**config.mk**
```make
export PLATFORM = sky130hd
export DESIGN_NAME = embedded_audio_word_formatter
export DESIGN_NICKNAME = d
export VERILOG_FILES = /design/src/rtl/core/aewf_pkg.sv /design/src/rtl/core/embedded_audio_word_formatter.sv /design/src/rtl/core/aewf_front.sv /design/src/rtl/core/aewf_fifo.sv /design/src/rtl/core/aewf_back.sv
export SDC_FILE = /design/constraint.sdc
export NUM_CORES = 1
export LEC_CHECK = 0
export BUFFER_PORTS_ARGS = -buffer_cell sky130_fd_sc_hd__buf_2
export CORE_UTILIZATION = 50
export CTS_BUF_LIST = sky130_fd_sc_hd__clkbuf_4
export DETAILED_ROUTE_END_ITERATION = 8
export GPL_ROUTABILITY_DRIVEN = 0
export PLACE_DENSITY = 0.69
export SLEW_MARGIN = 20
export SYNTH_ARGS = -nofsm -noshare
export SYNTH_HDL_FRONTEND = slang
export SYNTH_HIERARCHICAL = 1
export SYNTH_SLANG_ARGS = --single-unit
```
**constraint.sdc**
```tcl
create_clock -name clk -period 16.21 [get_ports clk]
set_input_delay 3.242 -clock clk [delete_from_list [all_inputs] [get_ports clk]]
set_output_delay 3.242 -clock clk [all_outputs]
set_load 0.01 [all_outputs]
```
**src/rtl/core/aewf_pkg.sv**
```systemverilog
// package for the embedded audio word formatter
// holds the shared constants, the queue entry type and the word packing helpers
// no dependencies
`timescale 1ns / 1ps

package aewf_pkg;

  localparam int CHANNEL_COUNT = 4;
  localparam int BLOCK_FRAMES  = 192;
  localparam int STATUS_BITS   = 184;
  localparam int SAMPLE_W      = 20;
  localparam int WORD_W        = 10;
  localparam int CFG_DATA_W    = 64;
  localparam int HIGH_W        = 56;
  localparam int CH_W          = 2;
  localparam int FIFO_DEPTH    = 2;

  localparam logic [7:0] CRC_SEED = 8'hFF;
  localparam logic [7:0] CRC_TAPS = 8'h1D;
  localparam logic [7:0] LAST_FRAME = 8'(BLOCK_FRAMES - 1);
  localparam logic [7:0] FIRST_CRC_FRAME = 8'(STATUS_BITS);
  localparam logic [CH_W-1:0] LAST_CH = CH_W'(CHANNEL_COUNT - 1);

  // configuration register indexes
  localparam logic [1:0] REG_STATUS_LOW  = 2'd0;
  localparam logic [1:0] REG_STATUS_MID  = 2'd1;
  localparam logic [1:0] REG_STATUS_HIGH = 2'd2;

  localparam logic [CFG_DATA_W-1:0] STATUS_LOW_RST  = 64'd513;
  localparam logic [CFG_DATA_W-1:0] STATUS_MID_RST  = 64'd0;
  localparam logic [HIGH_W-1:0]     STATUS_HIGH_RST = 56'd0;

  typedef logic [SAMPLE_W-1:0] sample_t;

  // one frame waiting between the front and the back
  typedef struct packed {
    sample_t [CHANNEL_COUNT-1:0] sample;
    logic                        zbit;
    logic                        cbit;
  } aewf_entry_t;

  // b9 is always the inverse of b8
  function automatic logic [WORD_W-1:0] with_b9(input logic [8:0] w);
    return {~w[8], w};
  endfunction

endpackage

```
**src/rtl/core/embedded_audio_word_formatter.sv**
```systemverilog
// top level of the embedded audio word formatter (aes audio into 10-bit data words)
// instantiates aewf_front, aewf_fifo and aewf_back; depends on aewf_pkg
//
//   channel  handshake            payload
//   in       in_push / in_full    in_sample_one .. in_sample_four (20-bit signed)
//   out      out_empty / out_pop  out_channel_number, out_word_first/second/third,
//                                 out_last_of_frame
//   cfg      cfg_valid/cfg_ready  cfg_index (register), cfg_data (64-bit)
//
// one frame transaction yields four result transactions, at most one per cycle; the back
// end's single word packer sets that rate
// the queue holds two frames, the one being unpacked included, so the front takes one
// more frame while the back end is stalled on out_pop
// an accepted frame passes the queue, then the output register, before its first result shows
// synchronous active-low reset clears block position and queue, seeds crc with 0xff, status low to 0x201
`timescale 1ns / 1ps

module embedded_audio_word_formatter (
  input  logic                                clk,
  input  logic                                rst_n,
  // frame input
  input  logic                                in_push,
  output logic                                in_full,
  input  logic signed [aewf_pkg::SAMPLE_W-1:0] in_sample_one,
  input  logic signed [aewf_pkg::SAMPLE_W-1:0] in_sample_two,
  input  logic signed [aewf_pkg::SAMPLE_W-1:0] in_sample_three,
  input  logic signed [aewf_pkg::SAMPLE_W-1:0] in_sample_four,
  // word output
  output logic                                out_empty,
  input  logic                                out_pop,
  output logic [aewf_pkg::CH_W-1:0]           out_channel_number,
  output logic [aewf_pkg::WORD_W-1:0]         out_word_first,
  output logic [aewf_pkg::WORD_W-1:0]         out_word_second,
  output logic [aewf_pkg::WORD_W-1:0]         out_word_third,
  output logic                                out_last_of_frame,
  // channel status registers
  input  logic                                cfg_valid,
  output logic                                cfg_ready,
  input  logic [1:0]                          cfg_index,
  input  logic [aewf_pkg::CFG_DATA_W-1:0]     cfg_data
);

  aewf_pkg::sample_t [aewf_pkg::CHANNEL_COUNT-1:0] sample;
  aewf_pkg::aewf_entry_t front_entry;
  aewf_pkg::aewf_entry_t head_entry;
  logic                  accept;
  logic                  head_valid;
  logic                  head_pop;

  // registers take a write in any cycle
  assign cfg_ready = 1'b1;

  // channel 1 sits at index 0
  assign sample[0] = unsigned'(in_sample_one);
  assign sample[1] = unsigned'(in_sample_two);
  assign sample[2] = unsigned'(in_sample_three);
  assign sample[3] = unsigned'(in_sample_four);

  assign accept = in_push && !in_full;

  // front: block position, c bit and crc, computed as the frame arrives
  aewf_front u_front (
    .clk       (clk),
    .rst_n     (rst_n),
    .cfg_valid (cfg_valid && cfg_ready),
    .cfg_index (cfg_index),
    .cfg_data  (cfg_data),
    .push      (accept),
    .sample    (sample),
    .entry     (front_entry)
  );

  // short queue decouples frame intake from word output
  aewf_fifo u_fifo (
    .clk      (clk),
    .rst_n    (rst_n),
    .push     (accept),
    .wr_entry (front_entry),
    .full     (in_full),
    .pop      (head_pop),
    .nonempty (head_valid),
    .rd_entry (head_entry)
  );

  // back: one channel's three words per cycle into the output register, while not stalled on out_pop
  aewf_back u_back (
    .clk            (clk),
    .rst_n          (rst_n),
    .head_valid     (head_valid),
    .head           (head_entry),
    .head_pop       (head_pop),
    .empty          (out_empty),
    .pop            (out_pop),
    .channel_number (out_channel_number),
    .word_first     (out_word_first),
    .word_second    (out_word_second),
    .word_third     (out_word_third),
    .last_of_frame  (out_last_of_frame)
  );

endmodule

```
**src/rtl/core/aewf_front.sv**
```systemverilog
// front end: accepts frames, tracks the block position and the status crc
// holds the channel status registers; depends on aewf_pkg
`timescale 1ns / 1ps

module aewf_front (
  input  logic                              clk,
  input  logic                              rst_n,
  input  logic                              cfg_valid,
  input  logic [1:0]                        cfg_index,
  input  logic [aewf_pkg::CFG_DATA_W-1:0]   cfg_data,
  input  logic                              push,
  input  aewf_pkg::sample_t [aewf_pkg::CHANNEL_COUNT-1:0] sample,
  output aewf_pkg::aewf_entry_t             entry
);

  logic [aewf_pkg::CFG_DATA_W-1:0] status_low_r;
  logic [aewf_pkg::CFG_DATA_W-1:0] status_mid_r;
  logic [aewf_pkg::HIGH_W-1:0]     status_high_r;
  logic [7:0] frame_r, frame_nxt;
  logic [7:0] crc_r, crc_nxt;
  logic [7:0] crc_in;
  logic [aewf_pkg::STATUS_BITS-1:0] status_vec;
  logic       in_status;
  logic       cbit;
  logic       mask;

  assign status_vec = {status_high_r, status_mid_r, status_low_r};
  assign in_status  = (frame_r < aewf_pkg::FIRST_CRC_FRAME);
  assign crc_in     = (frame_r == 8'd0) ? aewf_pkg::CRC_SEED : crc_r;

  always_comb begin
    crc_nxt = crc_r;
    if (in_status) begin
      cbit    = status_vec[frame_r];
      mask    = cbit ^ crc_in[7];
      crc_nxt = {crc_in[6:0], 1'b0} ^ (mask ? aewf_pkg::CRC_TAPS : 8'd0);
    end else begin
      // crc byte goes out msb first; the crc frames start on a multiple of eight
      cbit = crc_r[3'd7 - frame_r[2:0]];
      mask = 1'b0;
    end
    frame_nxt = (frame_r == aewf_pkg::LAST_FRAME) ? 8'd0 : frame_r + 8'd1;
  end

  assign entry.sample = sample;
  assign entry.zbit   = (frame_r == 8'd0);
  assign entry.cbit   = cbit;

  always_ff @(posedge clk) begin
    if (!rst_n) begin
      status_low_r  <= aewf_pkg::STATUS_LOW_RST;
      status_mid_r  <= aewf_pkg::STATUS_MID_RST;
      status_high_r <= aewf_pkg::STATUS_HIGH_RST;
      frame_r       <= 8'd0;
      crc_r         <= aewf_pkg::CRC_SEED;
    end else begin
      if (cfg_valid) begin
        case (cfg_index)
          aewf_pkg::REG_STATUS_LOW:  status_low_r  <= cfg_data;
          aewf_pkg::REG_STATUS_MID:  status_mid_r  <= cfg_data;
          aewf_pkg::REG_STATUS_HIGH: status_high_r <= cfg_data[aewf_pkg::HIGH_W-1:0];
          default: ;
        endcase
      end
      if (push) begin
        frame_r <= frame_nxt;
        crc_r   <= crc_nxt;
      end
    end
  end

endmodule

```
**src/rtl/core/aewf_fifo.sv**
```systemverilog
// two-entry frame queue between the front and the back
// depends on aewf_pkg
`timescale 1ns / 1ps

module aewf_fifo (
  input  logic                  clk,
  input  logic                  rst_n,
  input  logic                  push,
  input  aewf_pkg::aewf_entry_t wr_entry,
  output logic                  full,
  input  logic                  pop,
  output logic                  nonempty,
  output aewf_pkg::aewf_entry_t rd_entry
);

  aewf_pkg::aewf_entry_t mem [aewf_pkg::FIFO_DEPTH];
  logic       wr_ptr_r, rd_ptr_r;
  logic [1:0] count_r, count_nxt;

  assign full     = (count_r == 2'(aewf_pkg::FIFO_DEPTH));
  assign nonempty = (count_r != 2'd0);
  assign rd_entry = mem[rd_ptr_r];

  always_comb begin
    count_nxt = count_r;
    if (push && !pop) count_nxt = count_r + 2'd1;
    else if (!push && pop) count_nxt = count_r - 2'd1;
  end

  always_ff @(posedge clk) begin
    if (push) mem[wr_ptr_r] <= wr_entry;
  end

  always_ff @(posedge clk) begin
    if (!rst_n) begin
      wr_ptr_r <= 1'b0;
      rd_ptr_r <= 1'b0;
      count_r  <= 2'd0;
    end else begin
      if (push) wr_ptr_r <= ~wr_ptr_r;
      if (pop) rd_ptr_r <= ~rd_ptr_r;
      count_r <= count_nxt;
    end
  end

endmodule

```
**src/rtl/core/aewf_back.sv**
```systemverilog
// back end: walks the channels of the head frame and packs the three words
// output register feeds the result queue ports; depends on aewf_pkg
`timescale 1ns / 1ps

module aewf_back (
  input  logic                            clk,
  input  logic                            rst_n,
  input  logic                            head_valid,
  input  aewf_pkg::aewf_entry_t           head,
  output logic                            head_pop,
  output logic                            empty,
  input  logic                            pop,
  output logic [aewf_pkg::CH_W-1:0]       channel_number,
  output logic [aewf_pkg::WORD_W-1:0]     word_first,
  output logic [aewf_pkg::WORD_W-1:0]     word_second,
  output logic [aewf_pkg::WORD_W-1:0]     word_third,
  output logic                            last_of_frame
);

  logic [aewf_pkg::CH_W-1:0] ch_r;
  logic                      out_valid_r;
  logic                      load;
  aewf_pkg::sample_t         s;
  logic [8:0]                x0, x1, x2;
  logic                      parity;

  assign load     = head_valid && (!out_valid_r || pop);
  assign head_pop = load && (ch_r == aewf_pkg::LAST_CH);
  assign empty    = !out_valid_r;

  always_comb begin
    s      = head.sample[ch_r];
    parity = ^{head.zbit, ch_r, s, head.cbit};
    x0     = {s[5:0], ch_r, head.zbit};
    x1     = s[14:6];
    x2     = {parity, head.cbit, 2'b00, s[19:15]};
  end

  always_ff @(posedge clk) begin
    if (load) begin
      channel_number <= ch_r;
      word_first     <= aewf_pkg::with_b9(x0);
      word_second    <= aewf_pkg::with_b9(x1);
      word_third     <= aewf_pkg::with_b9(x2);
      last_of_frame  <= (ch_r == aewf_pkg::LAST_CH);
    end
  end

  always_ff @(posedge clk) begin
    if (!rst_n) begin
      ch_r        <= '0;
      out_valid_r <= 1'b0;
    end else begin
      if (load) begin
        ch_r        <= head_pop ? '0 : ch_r + aewf_pkg::CH_W'(1);
        out_valid_r <= 1'b1;
      end else if (pop) begin
        out_valid_r <= 1'b0;
      end
    end
  end

endmodule
```
# --- Yosys cells after proc, flatten, opt, wreduce, memory -nomap -nowiden ---
# Memories as Yosys holds them, arrays and structs flattened. A register that Yosys moved wholly into a read port is not among the register bits.
# Index checks and enable logic that the tools add are counted.
totals:
  reg_bits: 238
  mem_bits_rw: 164
  inputBits: 151
  output_inout_bits: 36
  elab_cells: 76
  mem_count: 1
mem_list:
  columns: ["memory", "depth", "word_bits", "read_ports", "rd_ports_with_merged_regs", "wr", "line_no", "source"]
  rows:
  - ["u_fifo.mem", 2, 82, 1, 1, 1, "aewf_fifo.sv:16", "aewf_pkg::aewf_entry_t mem [aewf_pkg::FIFO_DEPTH];"]
op_classes:
  add_sub_neg: 5
  order_cmp: 4
  n_eq_ne: 5
  n_mux: 19
  n_bitwise: 7
  n_reduce_logical: 20
op_table:
  columns: ["op", "n"]
  rows:
  - ["$bmux 20 s2", 1]
  - ["$reduce_xor 24->1", 1]
  - ["$mux 20", 1]
  - ["$mux 8", 2]
  - ["$lt 8x9->1 const B", 1]
  - ["$mux 1", 9]
  - ["$add 8x1->8 const B", 1]
  - ["$bmux 1 s8", 1]
  - ["$eq 8x8->1 const B", 1]
  - ["$logic_not 8->1", 1]
  - ["$lt 8x8->1 const B", 1]
  - ["$reduce_and 2->1", 4]
  - ["$xor 8x8->8", 1]
  - ["$eq 2x2->1 const B", 3]
  - ["$mux 2", 3]
  - ["$reduce_bool 2->1", 3]
  - ["$logic_and 1x1->1", 5]
  - ["$mux 5", 1]
  - ["$not 1->1", 5]
  - ["$add 2x1->2 const B", 2]
  - ["$logic_not 1->1", 4]
  - ["$lt 3x4->1 const B", 1]
  - ["$bmux 1 s3", 1]
  - ["$lt 2x3->1 const B", 1]
  - ["6 further kinds", 6]

# --- Longest topological paths before layout ---
# Gate-level depths: netlist (run 1).
logic_depth:
  ltp_word: 7
  depth_mapped: 14
  depth_no_buf: 8

# --- Cells and area by module ---
# Netlist (run 1), hierarchy kept.
by_module_without_submodules:
  columns: ["module", "n_inst", "cells_per_inst", "area_per_inst_um2", "seq_area_each_um2"]
  rows:
  - ["aewf_front", 1, 1123, 9441.6, 4003.8]
  - ["aewf_fifo", 1, 277, 6167.2, 5024.8]
  - ["aewf_back", 1, 101, 1864.3, 930.9]
  - ["embedded_audio_word_formatter", 1, 3, 25.0, 0.0]

# --- Worst setup path before layout (run 1) ---
# OpenSTA, ideal clock, no wires.
synth_path:
  kind: "in2reg"
  from: "input port in_push"
  to: "memory u_fifo/mem[0][0] (netlist name) (enable)"
  setup_ps: 533
  arrival_time_ps: 7076
  required_time_ps: 15677
  path_slack_ps: 8601
  cell_stages: 2
  path_cell_list: "nor2b_4 > nor2b_1"
synth_via:
  elab_chain_cells: 3
synth_lines:
  columns: ["element", "line_no", "source"]
  rows:
  - ["from (decl)", "embedded_audio_word_formatter.sv:22", "input logic in_push,"]
  - ["$logic_and 1x1->1", "embedded_audio_word_formatter.sv:59", "assign accept = in_push && !in_full;"]
  - ["$mux 1", "aewf_fifo.sv:31", "if (push) mem[wr_ptr_r] <= wr_entry;"]
  - ["$mux 1 (not written as such)", "aewf_fifo.sv:31", null]
  - ["to (decl)", "aewf_fifo.sv:16", null]
# No other way between the ends.

# --- Worst setup path after layout (run 1) ---
layout_path:
  from: "register u_fifo.count_r[0]"
  to: "output port in_full"
layout_via:
  elab_chain_cells: 1
layout_lines:
  columns: ["element", "line_no", "source"]
  rows:
  - ["from (decl)", "aewf_fifo.sv:18", "logic [1:0] count_r, count_nxt;"]
  - ["from (signal assigned)", "aewf_fifo.sv:42", "count_r <= count_nxt;"]
  - ["$eq 2x2->1", "aewf_fifo.sv:20", "assign full = (count_r == 2'(aewf_pkg::FIFO_DEPTH));"]
  - ["to (decl)", "embedded_audio_word_formatter.sv:23", "output logic in_full,"]
# No other way between the ends.

==> flow_metrics.env, run 1 <==
export IMPL_status="finished, final reports clean"
export IMPL_synth_mux_area_frac=0.154
export IMPL_synth_top_flop_cell="dfxtp_1"
export IMPL_path_class="reg -> out"
export IMPL_drcViolationCount=0
export IMPL_synth_top_family_by_area="multiplexers"
export IMPL_port_buffers=183
export IMPL_ant_nets=0
export IMPL_clockBufferDepth=3
export IMPL_grt_overflow=0
export IMPL_grt_usage=0.208
export IMPL_cts_htree_levels=3
export IMPL_wl_per_cell_microns=17.2
export IMPL_hold_viol=0
export IMPL_synth_top_area_frac=0.331
export IMPL_clk_latency_ps=760
export IMPL_rows=68
export IMPL_cts_buffers=102
export IMPL_syn_to_final_growth_pct=9.52
export IMPL_synth_compound_area_frac=0.0709
export IMPL_die_width_microns=189
export IMPL_setup_viol=0
export IMPL_grt_pass1_vias=11500
export IMPL_critical_path_slowest_cell="dfxtp_1"
export IMPL_irDropWorstVdd_uv=79.5
export IMPL_yosysSeqAreaShare=0.569
export IMPL_start_util=0.508
export IMPL_die_h_microns=189
export IMPL_drtIter0Drc=783
export IMPL_synthTopCellsByArea="edfxtp_1 (33%), dfxtp_1 (24%), nand2_1 (8.2%)"
export IMPL_yosysWarnings=6
export IMPL_cts_resized=0
export IMPL_synth_most_common_cell="nand2_1"
export IMPL_avgSynthCellArea_sq_um=11.6
export IMPL_cp_slowest_stage_delay_ps=390
export IMPL_required_ps=12970
export IMPL_cp_cell_sequence="and2b_2 -> buf_2"
export IMPL_min_period_over_period=0.296
export IMPL_final_nets=1778
export IMPL_fillers=3010
export IMPL_synth_xor_area_share=0.0204
export IMPL_wl_microns=36900
export IMPL_drv_slew=0
export IMPL_finClkSkew_ps=27.4
export IMPL_crit_path_max_fanout=4
export IMPL_cts_sinks=401
export IMPL_finalNonFillerCells=2147
export IMPL_synth_simple_area_share=0.112
export IMPL_arrival_ps=1550
export IMPL_max_slew_worst_pin_slew_ps=991
export IMPL_antenna_found_initial=3
export IMPL_final_layout_size_suffix_gt1_frac=0.305
export IMPL_first_pass_iters=7
export IMPL_vias=11400
export IMPL_endpoint_kind="output port"
export IMPL_synth_edf_count=193
export IMPL_ys_types=69
export IMPL_critPathLaunchType="register"
export IMPL_cts_root_buf="clkbuf_4"
export IMPL_netlist_instances=1504
export IMPL_grt_first_pass_wirelength_microns=58700
export IMPL_hold_path_class="reg -> reg"
export IMPL_max_freq_ghz=0.209
export IMPL_path_clk_slew_ps=70
export IMPL_yosys_top_cells_count="nand2_1 (382), dfxtp_1 (208), edfxtp_1 (193), a21oi_1 (189), buf_4 (87)"
export IMPL_synthArstFlopShare=0
export IMPL_post_cts_buffers=0
export IMPL_drv_cap=0
export IMPL_r2r_setup_slack_ps=12320
export IMPL_synth_area_leader_cell="edfxtp_1"
export IMPL_grt_max_degree=99
export IMPL_tritoncts="done"
export IMPL_synth_area_sq_um=17500
export IMPL_dp_hpwl_microns=23000
export IMPL_design_portCount=187
export IMPL_core_area_sq_um=34500
export IMPL_holdBufCountCts=0
export IMPL_dieArea_sq_um=35700
export IMPL_power_density_nw_per_um2=126
export IMPL_post_route_min_period_ps=4800
export IMPL_synth_fa_ha_area_frac=0.00286
export IMPL_viasPerCell=5.31
export IMPL_path_buf_inv=1
export IMPL_p_leak_nw=6.82
export IMPL_slew_headroom=0.339
export IMPL_place_inst=1974
export IMPL_yosys_register_bits=401
export IMPL_path_delay_family="flip-flops"
export IMPL_final_setup_tns_ps=0
export IMPL_rsz0062_at_grt="false"
[layer usage]
layer | up-vias | part of all wire | global-route usage | routed length, microns
li1 | 5497 | - | - | -
met1 | 5444 | 0.42 | 0.262 | 15300
met2 | 393 | 0.49 | 0.349 | 18200
met3 | 56 | 0.072 | 0.0502 | 2640
met4 | 2 | 0.019 | 0.0754 | 694
met5 | - | 0.00046 | 0 | 17
[power breakdown]
part	internal, mW	switching (mW)	total (mW)	leakage, nW
Clock	0.418	0.388	0.805	0.720
Combinational	0.206	0.206	0.411	2.60
Sequential	1.17	0.0351	1.20	3.50
[placed cells by master, fill, tap and decap left out, drive strengths merged, types with 24 or more instances in the layout]
master,Yosys,layout
mux2,86,86
buf,124,198
edfxtp,193,193
clkbuf,60,149
nor2,25,25
nand2,382,382
dfxtp,208,208
mux4,65,65
xnor2,24,24
a21oi,189,189
[tightest hold or removal path: cells and delay by family (launching register included)]
kind / cells / cell delay [ps]
AO/OA/AOI/OAI: 1 / 50
AND/OR/NAND/NOR: 1 / 50
flip-flops: 1 / 310
[cells by family after synthesis]
group	count (synthesis)
compound gates	227
xor+xnor	34
fa+ha+maj	4
buf+inv	196
flops	401
mux	170
other cells	2
simple gates	470
[final timing paths]
path,from,endpoint,cells after the start
min reg2reg,u_front/status_low_r[40]$_SDFFE_PN0P_,u_front/status_low_r[40]$_SDFFE_PN0P_,2
min,u_front/status_low_r[40]$_SDFFE_PN0P_,u_front/status_low_r[40]$_SDFFE_PN0P_,2
max,u_fifo/count_r[0]$_SDFFE_PN0P_,in_full,2
max reg2reg,u_front/frame_r[1]$_SDFFE_PN0P_,u_front/crc_r[3]$_SDFFE_PN1P_,9
[cell type report]
| cell class | instances | area [sq um] | share of cell area |
|---|---|---|---|
| inverter | 12 | 47.5 | 0.00248 |
| antenna | 2 | 5.00 | 0.000261 |
| multi-input combinational | 908 | 6320 | 0.330 |
| clock buffer | 149 | 1120 | 0.0584 |
| timing repair buffer | 198 | 1030 | 0.0537 |
| sequential | 401 | 9970 | 0.520 |
| clock inverter | 22 | 108 | 0.00562 |
| tap | 455 | 569 | 0.0297 |
[sequential cells by signal (all words and copies together) (netlist names), named ones only]
name / count
u_back/channel_number: 1
u_front/status_mid_r: 64
u_front/frame_r: 8
u_back/last_of_frame: 1
u_front/status_low_r: 64
u_fifo/mem: 164
u_back/word_third: 8
u_front/status_high_r: 56
u_fifo/count_r: 2
u_back/out_valid_r: 1
u_back/word_second: 10
u_back/ch_r: 2
u_fifo/rd_ptr_r: 1
u_back/word_first: 9
u_front/crc_r: 8
u_fifo/wr_ptr_r: 1
[per-stage QoR]
| stage | utilization | power (mW) | hold slack, ps | setup slack (ps) | area (sq um) |
|---|---|---|---|---|---|
| 4_1_cts | 0.556 | 2.45 | 452 | 11290 | 19200 |
| 5_1_grt | 0.556 | 2.54 | 464 | 11270 | 19200 |
| 3_5_place_dp | 0.520 | 1.64 | 443 | 10610 | 17900 |
| 6_report | 0.556 | 2.42 | 453 | 11410 | 19200 |
| 3_3_place_gp | 0.520 | 1.63 | 437 | 10590 | 17900 |
| 2_1_floorplan | - | 1.55 | 432 | 8600 | 17500 |
Power figures use the tool's default switching activity.
==> inputs of run 2 (changes only) <==
--- a/config.mk
+++ b/config.mk
@@ -10,7 +10,7 @@
 export CTS_BUF_LIST = sky130_fd_sc_hd__clkbuf_4
 export DETAILED_ROUTE_END_ITERATION = 8
 export GPL_ROUTABILITY_DRIVEN = 0
-export PLACE_DENSITY = 0.69
+export PLACE_DENSITY = 0.71
 export SLEW_MARGIN = 20
 export SYNTH_ARGS = -nofsm -noshare
 export SYNTH_HDL_FRONTEND = slang
==> constraint.sdc (replaced) <==
create_clock -name clk -period 3.9 [get_ports clk]
set_input_delay 0.78 -clock clk [delete_from_list [all_inputs] [get_ports clk]]
set_output_delay 0.78 -clock clk [all_outputs]
set_load 0.01 [all_outputs]
==> run 2 against run 1 <==
  * Cell count up 0.75%
  * Critical path depth up 5
  * Critical endpoint is now u_back/word_third[9]$_DFFE_PP_
  * Highest routed layer unchanged
  * Clock-buffer cell count up 4
==> flow_metrics.env, run 2 (same netlist as run 1, synthesis figures left out) <==
export IMPL_design_portCount=187
export IMPL_crit_path_max_fanout=54
export IMPL_cts_buffers=102
export IMPL_largest_registers="u_fifo/mem x164, u_front/status_low_r x64, u_front/status_mid_r x64"
export IMPL_rsz0062_at_grt="false"
export IMPL_dieArea_sq_um=35700
export IMPL_path_buf_inv=1
export IMPL_post_route_min_period_ps=3260
export IMPL_cp_slowest_stage_delay_ps=600
export IMPL_max_freq_ghz=0.307
export IMPL_combinationalPowerShare=0.170
export IMPL_die_h_microns=189
export IMPL_cp_cell_sequence="buf_12 -> mux2_2 -> mux4_1 -> xor2_1 -> xnor2_1 -> xnor2_2 -> xor3_1"
export IMPL_rows=68
export IMPL_power_density_nw_per_um2=534
export IMPL_final_setup_tns_ps=0
export IMPL_grt_usage=0.214
export IMPL_hold_end="u_fifo/mem[1][46]$_DFFE_PP_"
export IMPL_grt_overflow=0
export IMPL_holdBufCountCts=0
export IMPL_r2r_worst_path_cells=7
export IMPL_wl_per_cell_microns=17.4
export IMPL_core_area_sq_um=34500
export IMPL_wl_microns=37700
export IMPL_die_width_microns=189
export IMPL_status="finished, final reports clean"
export IMPL_arrival_ps=3730
export IMPL_setup_slack_ps=638
export IMPL_drv_slew=0
export IMPL_vias=11600
export IMPL_critPathLaunchType="register"
export IMPL_cts_htree_levels=3
export IMPL_largest_reg_flops=164
export IMPL_final_layout_size_suffix_gt1_frac=0.310
export IMPL_drtIter0Drc=693
export IMPL_path_delay_family="XOR/XNOR gates"
export IMPL_reg2reg_to="u_back/word_third[9]$_DFFE_PP_"
export IMPL_hold_path_class="in -> reg"
export IMPL_hp_start="in_sample_three[4]"
export IMPL_top_register="u_fifo/mem"
export IMPL_finClkSkew_ps=66.0
export IMPL_dp_hpwl_microns=24400
export IMPL_final_cell_mix="nand2_1 (382), dfxtp_1 (205), edfxtp_1 (193)"
export IMPL_min_period_over_period=0.836
export IMPL_tritoncts="done"
export IMPL_final_nets=1788
export IMPL_clk_latency_ps=790
export IMPL_p_clk_frac=0.348
export IMPL_drcViolationCount=0
export IMPL_cts_root_buf="clkbuf_4"
export IMPL_fin_util=0.563
export IMPL_critical_path_slowest_cell="dfxtp_4"
export IMPL_path_class="reg -> reg"
export IMPL_max_slew_worst_pin_slew_ps=849
export IMPL_dp_slack_ps=666
export IMPL_required_ps=4370
export IMPL_first_pass_iters=5
export IMPL_power_switching_mw=2.65
export IMPL_endpoint_kind="register"
export IMPL_seq_power_share=0.482
export IMPL_port_buffers=183
export IMPL_p_leak_nw=6.97
export IMPL_cts_sinks=401
export IMPL_syn_to_final_growth_pct=10.9
export IMPL_drv_cap=0
export IMPL_cts_resized=0
export IMPL_post_cts_buffers=0
export IMPL_whs_path_depth=1
export IMPL_viasPerCell=5.35
export IMPL_antenna_found_initial=3
export IMPL_r2r_setup_slack_ps=640
export IMPL_irDropWorstVdd_uv=472
export IMPL_swShare=0.256
export IMPL_slew_headroom=0.434
export IMPL_grt_first_pass_wirelength_microns=59900
export IMPL_setup_viol=0
export IMPL_intPower_mw=7.71
export IMPL_mostFrequentLayoutCell="nand2_1"
export IMPL_hold_viol=0
export IMPL_path_clk_slew_ps=70
export IMPL_grt_pass1_vias=11400
export IMPL_clockBufferDepth=3
export IMPL_grt_max_degree=95
export IMPL_finalNonFillerCells=2163
export IMPL_ant_nets=0
export IMPL_start_util=0.508
export IMPL_place_inst=1984
## run 2: cell types whose count changed in the layout (fill, tap and decap cells not counted)
cell        before  now
clkbuf_4       149  153
buf_12           0    6
inv_2            4    5
clkinvlp_4       5    0
dfxtp_2          3    2
clkinv_2         1    4
clkinv_1        14   16
bufinv_16        0    3
buf_4           15   19
diode_2          2    1
dfxtp_1        204  205
clkinv_4         1    0
## run 2: power by group through the flow
| stage | clock [mW] | sequential [mW] | combinational [mW] |
|---|---|---|---|
| after global routing | 3.95 | 5.02 | 1.89 |
| after detailed placement | 0 | 5.08 | 1.77 |
| after CTS | 3.73 | 4.99 | 1.78 |
| after floorplan | 0 | 5.07 | 1.37 |
| final | 3.61 | 4.99 | 1.76 |
| after global placement | 0 | 5.07 | 1.72 |
## run 2: metal layers
metal  vias to the layer above  share of wire  wire, microns  track usage
li1                       5530              -              -            -
met1                      5551           0.41          15300        0.263
met2                       415           0.50          18900        0.359
met3                        63          0.069           2600       0.0547
met4                         4          0.022            812       0.0859
met5                         -        0.00090             34      0.00275
## run 2: worst max-delay path by stage
stage                                           endpoint  slack, ps  cells past startpoint
after floorplan               u_fifo/mem[0][0]$_DFFE_PP_        340                      2
after global placement     u_front/crc_r[2]$_SDFFE_PN1P_        680                      9
after detailed placement  u_back/word_third[9]$_DFFE_PP_        670                      7
after CTS                 u_back/word_third[9]$_DFFE_PP_        660                      7
after global routing       u_front/crc_r[2]$_SDFFE_PN1P_        480                      8
final                     u_back/word_third[9]$_DFFE_PP_        640                      7
## run 2: area by class of cell
class,count,area (sq um)
Tap cell,455,569
Clock inverter,25,178
Antenna cell,1,2.50
Multi-Input combinational cell,908,6320
Clock buffer,153,1150
Timing Repair Buffer,208,1180
Fill cell,2873,15000
Inverter,12,47.5
Sequential cell,401,9970
## run 2: metrics by stage
stage	instance area, sq um	power (mW)	hold WS [ps]
finish	19400	10.4	216
global route	19400	10.9	134
CTS	19400	10.5	123
detailed placement	18100	6.85	443
global placement	18100	6.79	438
floorplan	17500	6.43	432
==> inputs of run 3 (changes only) <==
--- a/config.mk
+++ b/config.mk
@@ -5,6 +5,7 @@
 export SDC_FILE = /design/constraint.sdc
 export NUM_CORES = 1
 export LEC_CHECK = 0
+export ABC_AREA = 1
 export BUFFER_PORTS_ARGS = -buffer_cell sky130_fd_sc_hd__buf_2
 export CORE_UTILIZATION = 50
 export CTS_BUF_LIST = sky130_fd_sc_hd__clkbuf_4
==> constraint.sdc (replaced) <==
create_clock -name clk -period 2.8 [get_ports clk]
set_input_delay 0.56 -clock clk [delete_from_list [all_inputs] [get_ports clk]]
set_output_delay 0.56 -clock clk [all_outputs]
set_load 0.01 [all_outputs]
==> run 3 against run 2 <==
  * Total power rose by 49%
  * Die area is 6.9% higher
  * Clock skew fell by 28 ps
  * Sequential power up 39%
  * Utilization is 3.1 points higher
  * Non-clock buffer count up 123
  * Largest cell class unchanged
  * Largest power group unchanged
  * Highest routed layer unchanged
==> flow_metrics.env, run 3 <==
export IMPL_status="finished, final reports clean"
export IMPL_max_slew_worst_pin_slew_ps=618
export IMPL_synth_area_leader_cell="edfxtp_1"
export IMPL_final_cell_mix="nand2_1 (415), nor2_1 (337), o21ai_0 (239)"
export IMPL_antenna_found_initial=4
export IMPL_dp_hpwl_microns=28600
export IMPL_vias=15000
export IMPL_p_leak_nw=9.20
export IMPL_crit_path_max_fanout=25
export IMPL_finClkSkew_ps=38.4
export IMPL_post_route_min_period_ps=2500
export IMPL_largest_reg_flops=164
export IMPL_cts_resized=0
export IMPL_largest_registers="u_fifo/mem x164, u_front/status_low_r x64, u_front/status_mid_r x64"
export IMPL_final_layout_size_suffix_gt1_frac=0.215
export IMPL_wl_microns=45600
export IMPL_grt_usage=0.239
export IMPL_cp_cell_sequence="buf_4 -> mux2_2 -> nand2_1 -> nand3_1 -> nand2_1 -> inv_2 -> nand2_1 -> nand2_1 -> nand2_1 -> nand2_1 -> nand2_1 -> nand2_1 -> nand2_1 -> nand2_1 -> nand2_1 -> nand2_1"
export IMPL_grt_max_degree=83
export IMPL_yosys_register_bits=401
export IMPL_avgSynthCellArea_sq_um=8.88
export IMPL_yosysWarnings=6
export IMPL_ys_types=38
export IMPL_post_cts_buffers=0
export IMPL_cts_root_buf="clkbuf_4"
export IMPL_arrival_ps=3030
export IMPL_power_density_nw_per_um2=708
export IMPL_grt_pass1_vias=14500
export IMPL_endpoint_kind="register"
export IMPL_rows=70
export IMPL_synth_area_sq_um=18700
export IMPL_path_buf_inv=2
export IMPL_core_area_sq_um=36700
export IMPL_required_ps=3340
export IMPL_first_pass_iters=6
export IMPL_fin_util=0.595
export IMPL_cts_sinks=401
export IMPL_path_delay_family="simple AND/OR/NAND/NOR gates"
export IMPL_mostFrequentLayoutCell="nand2_1"
export IMPL_slew_headroom=0.587
export IMPL_final_nets=2496
export IMPL_die_width_microns=195
export IMPL_top_register="u_fifo/mem"
export IMPL_cp_slowest_stage_delay_ps=420
export IMPL_tritoncts="done"
export IMPL_cts_buffers=106
export IMPL_yosysSeqAreaShare=0.532
export IMPL_fillers=3165
export IMPL_rsz0062_at_grt="false"
export IMPL_max_freq_ghz=0.401
export IMPL_setup_viol=0
export IMPL_dieArea_sq_um=38200
export IMPL_synth_edf_count=193
export IMPL_min_period_over_period=0.891
export IMPL_cts_htree_levels=3
export IMPL_path_class="reg -> reg"
export IMPL_synthArstFlopShare=0
export IMPL_synth_most_common_cell="nand2_1"
export IMPL_ant_nets=0
export IMPL_drcViolationCount=0
export IMPL_synthTopCellsByArea="edfxtp_1 (31%), dfxtp_1 (22%), nand2_1 (8.3%)"
export IMPL_final_setup_tns_ps=0
export IMPL_synth_top_flop_cell="dfxtp_1"
export IMPL_path_clk_slew_ps=60
export IMPL_cpMostUsedCell="nand2_1"
export IMPL_drv_slew=0
export IMPL_critical_path_slowest_cell="buf_4"
export IMPL_synth_top_area_frac=0.310
export IMPL_clk_latency_ps=780
export IMPL_drv_cap=0
export IMPL_irDropWorstVdd_uv=375
export IMPL_wl_per_cell_microns=15.8
export IMPL_port_buffers=183
export IMPL_die_h_microns=195
export IMPL_grt_overflow=0
export IMPL_grt_first_pass_wirelength_microns=72800
export IMPL_syn_to_final_growth_pct=16.6
export IMPL_total_power_mw=15.5
export IMPL_seqCellArea_sq_um=9970
export IMPL_critPathLaunchType="register"
export IMPL_yosys_top_cells_count="nand2_1 (415), nor2_1 (338), o21ai_0 (239), dfxtp_1 (208), edfxtp_1 (193)"
export IMPL_multi_input_area_sq_um=6860
export IMPL_holdBufCountCts=105
export IMPL_hold_path_class="in -> reg"
export IMPL_hold_viol=0
export IMPL_design_portCount=187
export IMPL_start_util=0.510
export IMPL_drtIter0Drc=1060
export IMPL_netlist_instances=2108
export IMPL_viasPerCell=5.18
export IMPL_clockBufferDepth=3
-- run 3: report_power, final --
part / switching, mW / leakage (nW) / internal, mW
logic: 2.06 / 4.85 / 1.23
registers: 0.183 / 3.51 / 6.74
clock network: 2.38 / 0.830 / 2.86
-- run 3: per-stage QoR --
step           setup slack (ps)  area [sq um]  cells  hold slack [ps]
5_1_grt                     146         21800   2890             25.8
3_5_place_dp                360         19400   2596              435
2_1_floorplan               276         18700   2109              420
3_3_place_gp                458         19400   2596              430
4_1_cts                     310         21800   2889            0.632
6_report                    304         21800   2892             79.3
-- run 3: layout make-up --
cell class	count	area share
flip-flops and latches	401	0.457
multi-input cells	1367	0.314
clock buffers	166	0.0571
well taps	468	0.0268
inverters	134	0.0237
diodes	3	0.000344
clock inverters	22	0.00705
repair buffers	331	0.114
-- run 3: logic make-up (layout without fill, tap and decap cells) --
group / Yosys count / after routing / share of synthesized area
and+or+nand+nor: 879 / 879 / 0.187
DFF: 401 / 401 / 0.532
AOI/OAI and AO/OA: 395 / 395 / 0.108
buffers and inverters: 341 / 653 / 0.103
muxes: 82 / 82 / 0.0654
adders and majority gates: 4 / 4 / 0.00267
xor gates and xnor gates: 4 / 4 / 0.00187
other: 2 / 6 / 0.000401
-- run 3: worst reg2reg max path: cells and delay by family, from the launching register on --
kind / cells / cell delay, ps
multiplexers: 1 / 410
buffers and inverters: 2 / 480
flip-flops: 1 / 380
AND/OR/NAND/NOR: 13 / 1010
-- run 3: layer usage --
metal	vias to the layer above	wire length (microns)	part of all wire	GRT usage
li1	7411	-	-	-
met1	6873	18700	0.41	0.290
met2	603	22500	0.49	0.415
met3	95	3260	0.071	0.0487
met4	2	1130	0.025	0.0936
met5	-	8	0.00018	0
-- run 3: worst paths after layout --
path                                              from                                endpoint  slack [ps]  depth (start not counted)
setup / recovery                              register          u_back/word_third[9]$_DFFE_PP_         300                         16
hold / removal                            cfg_data[50]  u_front/status_high_r[50]$_SDFFE_PN0P_          80                          3
setup reg to reg                              register          u_back/word_third[9]$_DFFE_PP_         300                         16
hold reg to reg   u_front/status_mid_r[4]$_SDFFE_PN0P_    u_front/status_mid_r[4]$_SDFFE_PN0P_         450                          2
